<file path="config.mk">
export PLATFORM = sky130hd
export DESIGN_NAME = stack_machine_expression_alu
export DESIGN_NICKNAME = d
export VERILOG_FILES = /design/src/rtl/core/smea_pkg.sv /design/src/rtl/core/smea_ctrl.sv /design/src/rtl/core/smea_dpath.sv /design/src/rtl/core/stack_machine_expression_alu.sv
export VERILOG_INCLUDE_DIRS = /design/src /design/src/rtl/core
export SDC_FILE = /design/constraint.sdc
export NUM_CORES = 2
export LEC_CHECK = 0
export BUFFER_PORTS_ARGS = -buffer_cell sky130_fd_sc_hd__buf_2
export CAP_MARGIN = 20
export CORE_ASPECT_RATIO = 1.5
export CORE_MARGIN = 4
export CORE_UTILIZATION = 40
export CTS_BUF_LIST = sky130_fd_sc_hd__clkbuf_8 sky130_fd_sc_hd__clkbuf_16
export CTS_CLUSTER_DIAMETER = 100
export CTS_CLUSTER_SIZE = 28
export DETAILED_ROUTE_END_ITERATION = 8
export REMOVE_ABC_BUFFERS = 1
export SLEW_MARGIN = 20
export SYNTH_ARGS = -nofsm -noshare
export SYNTH_HDL_FRONTEND = slang
export SYNTH_SLANG_ARGS = --single-unit
</file>
<file path="constraint.sdc">
create_clock -name clock -period 10.8 [get_ports clock]
set_clock_uncertainty 0.15 [all_clocks]
set_input_delay 1.08 -clock clock [delete_from_list [all_inputs] [get_ports clock]]
set_output_delay 1.08 -clock clock [all_outputs]
set_load 0.1 [all_outputs]
</file>
<file path="src/rtl/core/assert_macros.svh">
// Assertion helpers; compiled out when SYNTH is defined.
`ifndef ASSERT_MACROS_SVH
`define ASSERT_MACROS_SVH
`ifndef SYNTH
`define CHK_ALWAYS(label, clk, rst, prop) \
   label: assert property (@(posedge clk) disable iff (rst) (prop)) else $error("check failed");
`define CHK_NEXT(label, clk, rst, ante, cons) \
   label: assert property (@(posedge clk) disable iff (rst) (ante) |=> (cons)) else $error("check failed");
`else
`define CHK_ALWAYS(label, clk, rst, prop)
`define CHK_NEXT(label, clk, rst, ante, cons)
`endif
`endif

</file>
<file path="src/rtl/core/smea_pkg.sv">
package smea_pkg;

   localparam int StackDepthDef = 16;
   localparam int DivCntW = 4;

   typedef enum logic [2:0] {
      STAT_OK      = 3'd0,
      STAT_OVER    = 3'd1,
      STAT_UNDER   = 3'd2,
      STAT_DIVZ    = 3'd3,
      STAT_CHECK   = 3'd4,
      STAT_ILLEGAL = 3'd5
   } status_type;

   typedef enum logic [2:0] {
      S_IDLE, S_READ, S_EXEC, S_DIV, S_WRITE0, S_WRITE1, S_RESP
   } state_type;

   localparam logic [7:0] OP_LIB  = 8'o020;
   localparam logic [7:0] OP_LIW  = 8'o022;
   localparam logic [7:0] OP_DADD = 8'o210;
   localparam logic [7:0] OP_DSUB = 8'o211;
   localparam logic [7:0] OP_DMUL = 8'o212;
   localparam logic [7:0] OP_DSHL = 8'o216;
   localparam logic [7:0] OP_DSHR = 8'o217;
   localparam logic [7:0] OP_UCHK = 8'o245;
   localparam logic [7:0] OP_ULSS = 8'o252;
   localparam logic [7:0] OP_ULEQ = 8'o253;
   localparam logic [7:0] OP_UGTR = 8'o254;
   localparam logic [7:0] OP_UGEQ = 8'o255;
   localparam logic [7:0] OP_COPT = 8'o265;
   localparam logic [7:0] OP_UADD = 8'o270;
   localparam logic [7:0] OP_USUB = 8'o271;
   localparam logic [7:0] OP_UMUL = 8'o272;
   localparam logic [7:0] OP_UDIV = 8'o273;
   localparam logic [7:0] OP_UMOD = 8'o274;
   localparam logic [7:0] OP_ROR  = 8'o275;
   localparam logic [7:0] OP_SHL  = 8'o276;
   localparam logic [7:0] OP_SHR  = 8'o277;
   localparam logic [7:0] OP_CHK  = 8'o305;
   localparam logic [7:0] OP_CHKZ = 8'o306;
   localparam logic [7:0] OP_CHKS = 8'o307;
   localparam logic [7:0] OP_EQL  = 8'o310;
   localparam logic [7:0] OP_NEQ  = 8'o311;
   localparam logic [7:0] OP_LSS  = 8'o312;
   localparam logic [7:0] OP_LEQ  = 8'o313;
   localparam logic [7:0] OP_GTR  = 8'o314;
   localparam logic [7:0] OP_GEQ  = 8'o315;
   localparam logic [7:0] OP_ABS  = 8'o316;
   localparam logic [7:0] OP_NEG  = 8'o317;
   localparam logic [7:0] OP_OR   = 8'o320;
   localparam logic [7:0] OP_XOR  = 8'o321;
   localparam logic [7:0] OP_AND  = 8'o322;
   localparam logic [7:0] OP_COM  = 8'o323;
   localparam logic [7:0] OP_IN   = 8'o324;
   localparam logic [7:0] OP_LIN  = 8'o325;
   localparam logic [7:0] OP_MSK  = 8'o326;
   localparam logic [7:0] OP_NOT  = 8'o327;
   localparam logic [7:0] OP_ADD  = 8'o330;
   localparam logic [7:0] OP_SUB  = 8'o331;
   localparam logic [7:0] OP_MUL  = 8'o332;
   localparam logic [7:0] OP_DIV  = 8'o333;
   localparam logic [7:0] OP_MOD  = 8'o334;
   localparam logic [7:0] OP_BIT  = 8'o335;
   localparam logic [7:0] OP_NOP  = 8'o336;

   typedef struct packed {
      logic       accept;
      logic       rd;
      logic [2:0] rd_step;
      logic       exec;
      logic       div_step;
      logic       wr0;
      logic       wr1;
   } cmd_type;

   typedef struct packed {
      logic div_go;
   } sts_type;

endpackage

</file>
<file path="src/rtl/core/smea_ctrl.sv">
module smea_ctrl (
   input  logic              clock,
   input  logic              reset,
   input  logic              req_valid,
   output logic              req_stall,
   output logic              rsp_valid,
   input  logic              rsp_stall,
   input  smea_pkg::sts_type sts,
   output smea_pkg::cmd_type cmd
);
   import smea_pkg::*;

   state_type          state_ff, state_in;
   logic [2:0]         step_ff, step_in;
   logic [DivCntW-1:0] cnt_ff, cnt_in;

   always_ff @(posedge clock) begin
      if (reset) begin
         state_ff <= S_IDLE;
         step_ff  <= '0;
         cnt_ff   <= '0;
      end else begin
         state_ff <= state_in;
         step_ff  <= step_in;
         cnt_ff   <= cnt_in;
      end
   end

   always_comb begin
      state_in  = state_ff;
      step_in   = step_ff;
      cnt_in    = cnt_ff;
      cmd       = '0;
      req_stall = 1'b1;
      rsp_valid = 1'b0;
      case (state_ff)
         S_IDLE: begin
            req_stall  = 1'b0;
            cmd.accept = req_valid;
            step_in    = '0;
            if (req_valid) state_in = S_READ;
         end
         S_READ: begin
            cmd.rd      = 1'b1;
            cmd.rd_step = step_ff;
            step_in     = step_ff + 3'd1;
            if (step_ff == 3'd4) state_in = S_EXEC;
         end
         S_EXEC: begin
            cmd.exec = 1'b1;
            cnt_in   = '0;
            state_in = sts.div_go ? S_DIV : S_WRITE0;
         end
         S_DIV: begin
            cmd.div_step = 1'b1;
            cnt_in       = cnt_ff + 1'b1;
            if (cnt_ff == '1) state_in = S_WRITE0;
         end
         S_WRITE0: begin
            cmd.wr0  = 1'b1;
            state_in = S_WRITE1;
         end
         S_WRITE1: begin
            cmd.wr1  = 1'b1;
            state_in = S_RESP;
         end
         S_RESP: begin
            rsp_valid = 1'b1;
            if (!rsp_stall) state_in = S_IDLE;
         end
         default: state_in = S_IDLE;
      endcase
   end

endmodule

</file>
<file path="src/rtl/core/smea_dpath.sv">
`include "assert_macros.svh"
module smea_dpath #(
   parameter int STACK_DEPTH = smea_pkg::StackDepthDef,
   parameter int CW = $clog2(STACK_DEPTH + 1)
) (
   input  logic              clock,
   input  logic              reset,
   input  smea_pkg::cmd_type cmd,
   output smea_pkg::sts_type sts,
   input  logic [7:0]        req_type,
   input  logic [15:0]       req_immediate,
   input  logic              cfg_we,
   input  logic              cfg_checks,
   output logic [15:0]       top_word,
   output logic [15:0]       second_word,
   output logic [CW-1:0]     depth,
   output logic [2:0]        status
);
   import smea_pkg::*;

   localparam int AW = $clog2(STACK_DEPTH);

   logic [15:0]   mem [STACK_DEPTH];
   logic [15:0]   rdata_ff;
   logic [AW-1:0] raddr, waddr;
   logic [15:0]   wdata;
   logic          we;

   logic          checks_ff;
   logic [CW-1:0] count_ff;
   logic [7:0]    op_ff;
   logic [15:0]   imm_ff;
   logic [15:0]   opnd_ff [4];
   logic [15:0]   x, y, z, w;

   logic [15:0]   r0_ff, r1_ff;
   logic [2:0]    npop_ff, npush_ff;
   status_type    status_ff;
   logic          use_div_ff;

   logic [15:0]   dq_ff, dsor_ff;
   logic [16:0]   drem_ff;
   logic          neg_q_ff, neg_r_ff, want_rem_ff;

   logic [15:0]   top_ff, sec_ff;
   logic [CW-1:0] depth_ff;
   status_type    stat_ff;

   logic [15:0]   r0_c, r1_c;
   logic [2:0]    npop_c, npush_c;
   logic          legal_c, dz_c, fail_c, isdiv_c, sgn_c, rem_c;
   status_type    status_c;
   logic [31:0]   prod, dsum, ddif;
   logic [CW:0]   cnt_ext, new_cnt;
   logic [16:0]   trial;
   logic [15:0]   q_fix, r_fix, wd0;
   logic [CW-1:0] base;
   logic [2:0]    cap_idx;

   assign x = opnd_ff[0];
   assign y = opnd_ff[1];
   assign z = opnd_ff[2];
   assign w = opnd_ff[3];

   // stack memory
   assign raddr = AW'(count_ff - CW'(1) - CW'(cmd.rd_step));
   always_ff @(posedge clock) begin
      if (we) mem[waddr] <= wdata;
      rdata_ff <= mem[raddr];
   end

   always_ff @(posedge clock) begin
      if (reset) checks_ff <= 1'b1;
      else if (cfg_we) checks_ff <= cfg_checks;
   end

   always_ff @(posedge clock) begin
      if (cmd.accept) begin
         op_ff  <= req_type;
         imm_ff <= req_immediate;
      end
   end

   assign cap_idx = cmd.rd_step - 3'd1;
   always_ff @(posedge clock) begin
      if (cmd.rd && cmd.rd_step != 3'd0) begin
         opnd_ff[cap_idx[1:0]] <= (CW'(cap_idx) < count_ff) ? rdata_ff : 16'h0000;
      end
   end

   // opcode decode
   assign prod = y * x;
   assign dsum = {z, w} + {x, y};
   assign ddif = {z, w} - {x, y};
   assign cnt_ext = {1'b0, count_ff};

   always_comb begin
      r0_c    = '0;
      r1_c    = '0;
      npop_c  = '0;
      npush_c = '0;
      legal_c = 1'b1;
      dz_c    = 1'b0;
      fail_c  = 1'b0;
      isdiv_c = 1'b0;
      sgn_c   = 1'b0;
      rem_c   = 1'b0;
      if (op_ff[7:4] == 4'h0) begin
         npush_c = 3'd1;
         r0_c    = {12'h000, op_ff[3:0]};
      end else begin
         case (op_ff)
            OP_LIB: begin npush_c = 3'd1; r0_c = {8'h00, imm_ff[7:0]}; end
            OP_LIW: begin npush_c = 3'd1; r0_c = imm_ff; end
            OP_DADD: begin
               npop_c = 3'd4; npush_c = 3'd2; r0_c = dsum[15:0]; r1_c = dsum[31:16];
            end
            OP_DSUB: begin
               npop_c = 3'd4; npush_c = 3'd2; r0_c = ddif[15:0]; r1_c = ddif[31:16];
            end
            OP_DMUL: begin
               npop_c = 3'd2; npush_c = 3'd2; r0_c = prod[15:0]; r1_c = prod[31:16];
            end
            OP_DSHL: begin
               npop_c = 3'd2; npush_c = 3'd2; r0_c = {y[14:0], 1'b0}; r1_c = {x[14:0], y[15]};
            end
            OP_DSHR: begin
               npop_c = 3'd2; npush_c = 3'd2; r0_c = {x[0], y[15:1]}; r1_c = {x[15], x[15:1]};
            end
            OP_UCHK: begin
               npop_c = 3'd3; npush_c = 3'd1; r0_c = z; fail_c = (z < y) || (z > x);
            end
            OP_ULSS: begin npop_c = 3'd2; npush_c = 3'd1; r0_c = {15'h0, y < x}; end
            OP_ULEQ: begin npop_c = 3'd2; npush_c = 3'd1; r0_c = {15'h0, y <= x}; end
            OP_UGTR: begin npop_c = 3'd2; npush_c = 3'd1; r0_c = {15'h0, y > x}; end
            OP_UGEQ: begin npop_c = 3'd2; npush_c = 3'd1; r0_c = {15'h0, y >= x}; end
            OP_COPT: begin npop_c = 3'd1; npush_c = 3'd2; r0_c = x; r1_c = x; end
            OP_UADD, OP_ADD: begin npop_c = 3'd2; npush_c = 3'd1; r0_c = y + x; end
            OP_USUB, OP_SUB: begin npop_c = 3'd2; npush_c = 3'd1; r0_c = y - x; end
            OP_UMUL, OP_MUL: begin npop_c = 3'd2; npush_c = 3'd1; r0_c = prod[15:0]; end
            OP_UDIV: begin
               npop_c = 3'd2; npush_c = 3'd1; dz_c = (x == 16'h0); isdiv_c = 1'b1;
            end
            OP_UMOD: begin
               npop_c = 3'd2; npush_c = 3'd1; dz_c = (x == 16'h0); isdiv_c = 1'b1;
               rem_c = 1'b1;
            end
            OP_DIV: begin
               npop_c = 3'd2; npush_c = 3'd1; dz_c = (x == 16'h0); isdiv_c = 1'b1;
               sgn_c = 1'b1;
            end
            OP_MOD: begin
               npop_c = 3'd2; npush_c = 3'd1; dz_c = (x == 16'h0); isdiv_c = 1'b1;
               sgn_c = 1'b1; rem_c = 1'b1;
            end
            OP_ROR: begin
               npop_c = 3'd2; npush_c = 3'd1;
               r0_c = 16'({y, y} >> x[3:0]);
            end
            OP_SHL: begin npop_c = 3'd2; npush_c = 3'd1; r0_c = y << x[3:0]; end
            OP_SHR: begin npop_c = 3'd2; npush_c = 3'd1; r0_c = y >> x[3:0]; end
            OP_CHK: begin
               npop_c = 3'd3; npush_c = 3'd1; r0_c = z;
               fail_c = ($signed(z) < $signed(y)) || ($signed(z) > $signed(x));
            end
            OP_CHKZ: begin npop_c = 3'd2; npush_c = 3'd1; r0_c = y; fail_c = y > x; end
            OP_CHKS: begin npop_c = 3'd1; npush_c = 3'd1; r0_c = x; fail_c = x[15]; end
            OP_EQL: begin npop_c = 3'd2; npush_c = 3'd1; r0_c = {15'h0, y == x}; end
            OP_NEQ: begin npop_c = 3'd2; npush_c = 3'd1; r0_c = {15'h0, y != x}; end
            OP_LSS: begin
               npop_c = 3'd2; npush_c = 3'd1; r0_c = {15'h0, $signed(y) < $signed(x)};
            end
            OP_LEQ: begin
               npop_c = 3'd2; npush_c = 3'd1; r0_c = {15'h0, $signed(y) <= $signed(x)};
            end
            OP_GTR: begin
               npop_c = 3'd2; npush_c = 3'd1; r0_c = {15'h0, $signed(y) > $signed(x)};
            end
            OP_GEQ: begin
               npop_c = 3'd2; npush_c = 3'd1; r0_c = {15'h0, $signed(y) >= $signed(x)};
            end
            OP_ABS: begin npop_c = 3'd1; npush_c = 3'd1; r0_c = x[15] ? -x : x; end
            OP_NEG: begin npop_c = 3'd1; npush_c = 3'd1; r0_c = -x; end
            OP_OR:  begin npop_c = 3'd2; npush_c = 3'd1; r0_c = y | x; end
            OP_XOR: begin npop_c = 3'd2; npush_c = 3'd1; r0_c = y ^ x; end
            OP_AND: begin npop_c = 3'd2; npush_c = 3'd1; r0_c = y & x; end
            OP_COM: begin npop_c = 3'd1; npush_c = 3'd1; r0_c = ~x; end
            OP_IN: begin
               npop_c = 3'd2; npush_c = 3'd1;
               r0_c = {15'h0, (y <= 16'd15) && (((16'h8000 >> y[3:0]) & x) != 16'h0)};
            end
            OP_LIN: begin npush_c = 3'd1; r0_c = 16'hFFFF; end
            OP_MSK: begin npop_c = 3'd1; npush_c = 3'd1; r0_c = ~(16'hFFFF >> x[3:0]); end
            OP_NOT: begin npop_c = 3'd1; npush_c = 3'd1; r0_c = {15'h0, x == 16'h0}; end
            OP_BIT: begin
               npop_c = 3'd1; npush_c = 3'd1;
               r0_c = (x < 16'd16) ? (16'h8000 >> x[3:0]) : 16'h0000;
            end
            OP_NOP: ;
            default: legal_c = 1'b0;
         endcase
      end

      if (!legal_c) status_c = STAT_ILLEGAL;
      else if (cnt_ext < (CW+1)'(npop_c)) status_c = STAT_UNDER;
      else if (cnt_ext - (CW+1)'(npop_c) + (CW+1)'(npush_c) > (CW+1)'(STACK_DEPTH))
         status_c = STAT_OVER;
      else if (dz_c) status_c = STAT_DIVZ;
      else if (fail_c && checks_ff) status_c = STAT_CHECK;
      else status_c = STAT_OK;
   end

   assign sts.div_go = isdiv_c && (status_c == STAT_OK);

   always_ff @(posedge clock) begin
      if (cmd.exec) begin
         r0_ff      <= r0_c;
         r1_ff      <= r1_c;
         npop_ff    <= npop_c;
         npush_ff   <= npush_c;
         status_ff  <= status_c;
         use_div_ff <= sts.div_go;
      end
   end

   // restoring divider, one quotient bit per cycle
   assign trial = {drem_ff[15:0], dq_ff[15]} - {1'b0, dsor_ff};
   always_ff @(posedge clock) begin
      if (cmd.exec) begin
         dq_ff       <= (sgn_c && y[15]) ? -y : y;
         dsor_ff     <= (sgn_c && x[15]) ? -x : x;
         drem_ff     <= '0;
         neg_q_ff    <= sgn_c && (y[15] ^ x[15]);
         neg_r_ff    <= sgn_c && y[15];
         want_rem_ff <= rem_c;
      end else if (cmd.div_step) begin
         drem_ff <= trial[16] ? {drem_ff[15:0], dq_ff[15]} : trial;
         dq_ff   <= {dq_ff[14:0], ~trial[16]};
      end
   end

   assign q_fix = neg_q_ff ? -dq_ff : dq_ff;
   assign r_fix = neg_r_ff ? -drem_ff[15:0] : drem_ff[15:0];
   assign wd0   = use_div_ff ? (want_rem_ff ? r_fix : q_fix) : r0_ff;

   // write-back
   assign base    = count_ff - CW'(npop_ff);
   assign new_cnt = {1'b0, base} + (CW+1)'(npush_ff);
   always_comb begin
      we    = 1'b0;
      waddr = AW'(base);
      wdata = wd0;
      if (cmd.wr0) begin
         we = (status_ff == STAT_OK) && (npush_ff != 3'd0);
      end else if (cmd.wr1) begin
         we    = (status_ff == STAT_OK) && (npush_ff == 3'd2);
         waddr = AW'(base + CW'(1));
         wdata = r1_ff;
      end
   end

   always_ff @(posedge clock) begin
      if (reset) count_ff <= '0;
      else if (cmd.wr1 && status_ff == STAT_OK) count_ff <= CW'(new_cnt);
   end

   always_ff @(posedge clock) begin
      if (cmd.wr1) begin
         stat_ff <= status_ff;
         if (status_ff != STAT_OK || npush_ff == 3'd0) begin
            top_ff   <= x;
            sec_ff   <= y;
            depth_ff <= count_ff;
         end else if (npush_ff == 3'd2) begin
            top_ff   <= r1_ff;
            sec_ff   <= wd0;
            depth_ff <= CW'(new_cnt);
         end else begin
            top_ff   <= wd0;
            sec_ff   <= opnd_ff[npop_ff[1:0]];
            depth_ff <= CW'(new_cnt);
         end
      end
   end

   assign top_word    = top_ff;
   assign second_word = sec_ff;
   assign depth       = depth_ff;
   assign status      = stat_ff;

   `CHK_ALWAYS(a_count_bound, clock, reset, count_ff <= CW'(STACK_DEPTH))
   `CHK_NEXT(a_depth_match, clock, reset, cmd.wr1, depth_ff == count_ff)
   `CHK_NEXT(a_err_no_change, clock, reset, cmd.wr1 && status_ff != STAT_OK, count_ff == $past(count_ff))

endmodule

</file>
<file path="src/rtl/core/stack_machine_expression_alu.sv">
// A request passes through the read, execute and write states to the response state;
// UDIV, UMOD, DIV and MOD with no error also pass through a 16-step radix-2 divider.
// Throughput: one item in flight; a new request is taken only after the result transfer.
// Operand fetch goes through the single stack memory read port.
// Reset (synchronous, active high): empty stack, checks enabled, idle.
module stack_machine_expression_alu #(
   parameter int STACK_DEPTH = smea_pkg::StackDepthDef,
   parameter int CW = $clog2(STACK_DEPTH + 1)
) (
   input  logic          clock,
   input  logic          reset,
   input  logic          req_valid,
   output logic          req_stall,
   input  logic [7:0]    req_type,
   input  logic [15:0]   req_immediate,
   output logic          rsp_valid,
   input  logic          rsp_stall,
   output logic [15:0]   rsp_top_word,
   output logic [15:0]   rsp_second_word,
   output logic [CW-1:0] rsp_depth,
   output logic [2:0]    rsp_status,
   input  logic          csr_valid,
   output logic          csr_ready,
   input  logic          csr_checks_enabled
);
   import smea_pkg::*;

   cmd_type cmd;
   sts_type sts;

   assign csr_ready = 1'b1;

   smea_ctrl u_ctrl (
      .clock     (clock),
      .reset     (reset),
      .req_valid (req_valid),
      .req_stall (req_stall),
      .rsp_valid (rsp_valid),
      .rsp_stall (rsp_stall),
      .sts       (sts),
      .cmd       (cmd)
   );

   smea_dpath #(
      .STACK_DEPTH (STACK_DEPTH),
      .CW          (CW)
   ) u_dpath (
      .clock         (clock),
      .reset         (reset),
      .cmd           (cmd),
      .sts           (sts),
      .req_type      (req_type),
      .req_immediate (req_immediate),
      .cfg_we        (csr_valid && csr_ready),
      .cfg_checks    (csr_checks_enabled),
      .top_word      (rsp_top_word),
      .second_word   (rsp_second_word),
      .depth         (rsp_depth),
      .status        (rsp_status)
   );

endmodule

</file>
==> summary.md <==
| Metric | Value |
|---|---|
| Root buffer cell | `clkbuf_16` |
| Seq/Total Area, Yosys | `36.63%` |
| Layout overhead on the synthesized area | `7.645%` |
| Post-CTS sizing | `0` |
| Pre-CTS setup slack | `2.831 ns` |
| Rel. slew slack | `21.55%` |
| # Post-CTS Setup Buffers | `0` |
| P per Cell Area | `125.3 mW/mm²` |
| Skew-Pair Late Insertion Delay | `0.69 ns` |
| Status | `complete, no violations` |
| Area after detailed placement | `0.04263 mm²` |
| GPL Wtd Cong | `1.054` |
| Final Hold Viols | `0` |
| Crit path time final | `8.219 ns` |
| Num CTS Buffers | `25` |
| I/O Pins | `73` |
| Grt ovf | `0` |
| Synthesized area | `0.04044 mm²` |
| H-tree depth | `1` |
| Starting Density | `40.36%` |
| Avg Cell Area, Syn | `10.02 µm²` |
| Nets | `4552` |
| Hold Path Class | `flip-flop to flip-flop` |
| Worst-margin pin slew | `1.172 ns` |
| Final period util | `76.10%` |
| Die area | `0.1064 mm²` |
| Fin. max-slew vios | `0` |
| Most common cell after layout, fill and taps aside | `edfxtp_1` |
| Yosys warns | `0` |
| Final ANT Viol Nets | `0` |
| Max Root-Sink Buffers | `3` |
| Rows | `142` |
| Fillers | `9728` |
| Crit path max fanout | `23` |
| DRC Markers | `0` |
| Final Cell Area | `0.04353 mm²` |
| Initial antenna violation count | `16` |
| Total negative slack | `0 ns` |
| WP data arrival | `8.48 ns` |
| TritonCTS clock tree | `built` |
| Pin count of the biggest net entering global routing | `67` |
| Power Total | `5.454 mW` |
| RSZ-0062 raised after global routing | `false` |
| Post-synth EDFFs | `460` |
| Count of cell types in the netlist | `92` |
| First-pass GRT wire length | `248900 µm` |
| Max IR drop VDD | `140.6 µV` |
| Total GRT Usage | `32.91%` |
| Vias in the first global route | `33760` |
| WL/cell | `33.37 µm` |
| Routed WL | `178600 µm` |
| Worst hold slack | `0.3272 ns` |
| Clk slew on worst S/H paths | `0.12 ns` |
| Seq cells post-synth | `510` |
| LEAKAGE | `17.42 nW` |
| Via-per-instance ratio | `6.368` |
| Top_reg_cell synth | `edfxtp_1` |
| Final Core Density | `43.44%` |
| Fmax | `0.1217 GHz` |
| CORE AREA | `0.1002 mm²` |
| Inst Count DP | `5293` |
| Async set-reset flop share out of synthesis | `0%` |
| Critical path class | `flip-flop to flip-flop` |
| Critical path endpoint category | `flip-flop` |
| DR pass1 iterations | `9` |
| PnR worst setup slack | `2.581 ns` |
| Detail Placement HPWL | `132200 µm` |
| Die width | `267.6 µm` |
| Final Non-Filler Cells | `5351` |
| Commonest non-fill, non-tap cells in the layout | `edfxtp_1 (460), nand2_1 (402), inv_1 (355), nor2_1 (342), ha_1 (293)` |
| Share of cells above drive strength 1 | `10.09%` |
| Port Buffer Count | `71` |
| Hold buffers post-CTS | `0` |
| Clk sink count | `510` |
| Die height | `397.4 µm` |
| Synth Instances | `4035` |
| Initial DRC count | `3784` |
| Crit path required time | `11.06 ns` |
| Vias | `34077` |
| Crit start category | `flip-flop` |
| Final setup violation count | `0` |
| Max_cap viols | `0` |
==> power breakdown <==
group | switching (mW) | internal [mW]
sequential | 0.165 | 2.44
combinational | 1.15 | 0.521
clock | 0.715 | 0.460
total | 2.03 | 3.43
==> routing by layer <==
metal / part of all wire (%) / vias to the layer above / track usage, %
li1: - / 14531 / -
met1: 34 / 16859 / 36.03
met2: 46 / 1913 / 53.38
met3: 7.6 / 764 / 6.817
met4: 12 / 10 / 29.94
met5: 0.049 / - / 0
==> synthesized netlist by cell type, drive strengths merged (8+ instances only) <==
cell	count	share of area (%)
edfxtp	460	34
nand2	404	3.7
nor2	362	3.4
inv	346	3.2
ha	294	9.1
a21oi	238	2.9
o21ai	238	3.0
fa	204	10
clkbuf	192	1.9
mux4	85	4.7
xnor2	85	1.8
mux2i	81	2.0
nor3	80	1.0
nand3	63	0.78
buf	53	0.56
dfxtp	50	2.5
a21o	47	0.87
a221oi	46	1.0
nor2b	46	0.71
a211oi	43	0.83
o211ai	42	0.78
o21bai	36	0.67
xor2	36	0.78
a31oi	35	0.54
nand2b	33	0.51
o22ai	30	0.46
and2	28	0.43
a221o	25	0.62
a22oi	24	0.45
nand4	22	0.34
o31ai	22	0.41
a222oi	20	0.50
and3	19	0.29
o21a	18	0.33
o221ai	18	0.39
or3	18	0.28
nor4	16	0.26
clkinv	13	0.12
a211o	11	0.24
or4	11	0.20
mux2	10	0.28
a21boi	9	0.17
nor3b	9	0.17
o2111ai	9	0.19
a2111oi	8	0.22
==> state kept, by name, indices dropped and copies added, names as in the netlist, 8 cells and up, named ones only <==
name	flops
u_dpath.opnd_ff	64
u_dpath.imm_ff	16
u_dpath.top_word	16
u_dpath.drem_ff	16
u_dpath.dq_ff	16
u_dpath.mem	256
u_dpath.dsor_ff	16
u_dpath.second_word	16
u_dpath.r0_ff	16
u_dpath.op_ff	8
u_dpath.rdata_ff	16
u_dpath.r1_ff	16
==> kinds of logic after synthesis <==
logic type / after synthesis / synth area share [%]
AOI/OAI and AO/OA: 985 / 16.08
xor gates and xnor gates: 121 / 2.621
adders and majority gates: 498 / 19.19
buffers and inverters: 604 / 5.749
DFF: 510 / 36.63
muxes: 176 / 7.017
other: 1 / 0.009273
and+or+nand+nor: 1140 / 12.69
==> critical path, stage by stage, from the launching register on <==
cell,delay (ns)
edfxtp_1,0.34
buf_4,0.33
clkinv_1,0.55
nor2_1,0.32
fa_1,0.42
inv_1,0.07
fa_1,0.44
fa_1,0.50
fa_1,0.55
inv_1,0.05
fa_1,0.49
fa_1,0.42
ha_1,0.37
a21o_1,0.20
a21o_1,0.17
a221oi_1,0.62
o31ai_1,0.40
o41a_1,0.48
a41o_1,0.29
a21oi_1,0.18
o21ai_0,0.13
mux2i_1,0.15
or3_1,0.36
==> worst paths after layout <==
kind,startpoint,endpoint,slack [ns],depth (start not counted)
hold / removal,u_dpath.status_ff[0]$_DFFE_PP_,u_dpath.status[0]$_DFFE_PP_,0.33,0
hold reg to reg,u_dpath.status_ff[0]$_DFFE_PP_,u_dpath.status[0]$_DFFE_PP_,0.33,0
setup reg to reg,u_dpath.opnd_ff[1][7]$_DFFE_PP_,u_dpath.r1_ff[14]$_SDFFCE_PP0P_,2.58,22
setup / recovery,u_dpath.opnd_ff[1][7]$_DFFE_PP_,u_dpath.r1_ff[14]$_SDFFCE_PP0P_,2.58,22
==> layout make-up <==
cell class | count | area (µm²) | area share, %
antenna | 12 | 30.03 | 0.06898
clock buffer | 26 | 639.4 | 1.469
clock inverter | 20 | 188.9 | 0.4340
inverter | 359 | 1348 | 3.096
multi-input combinational | 2921 | 23510 | 54.02
sequential | 510 | 14810 | 34.03
tap | 1296 | 1622 | 3.725
timing repair buffer | 207 | 1376 | 3.162
Note: power is estimated with default switching activity, not from simulation.
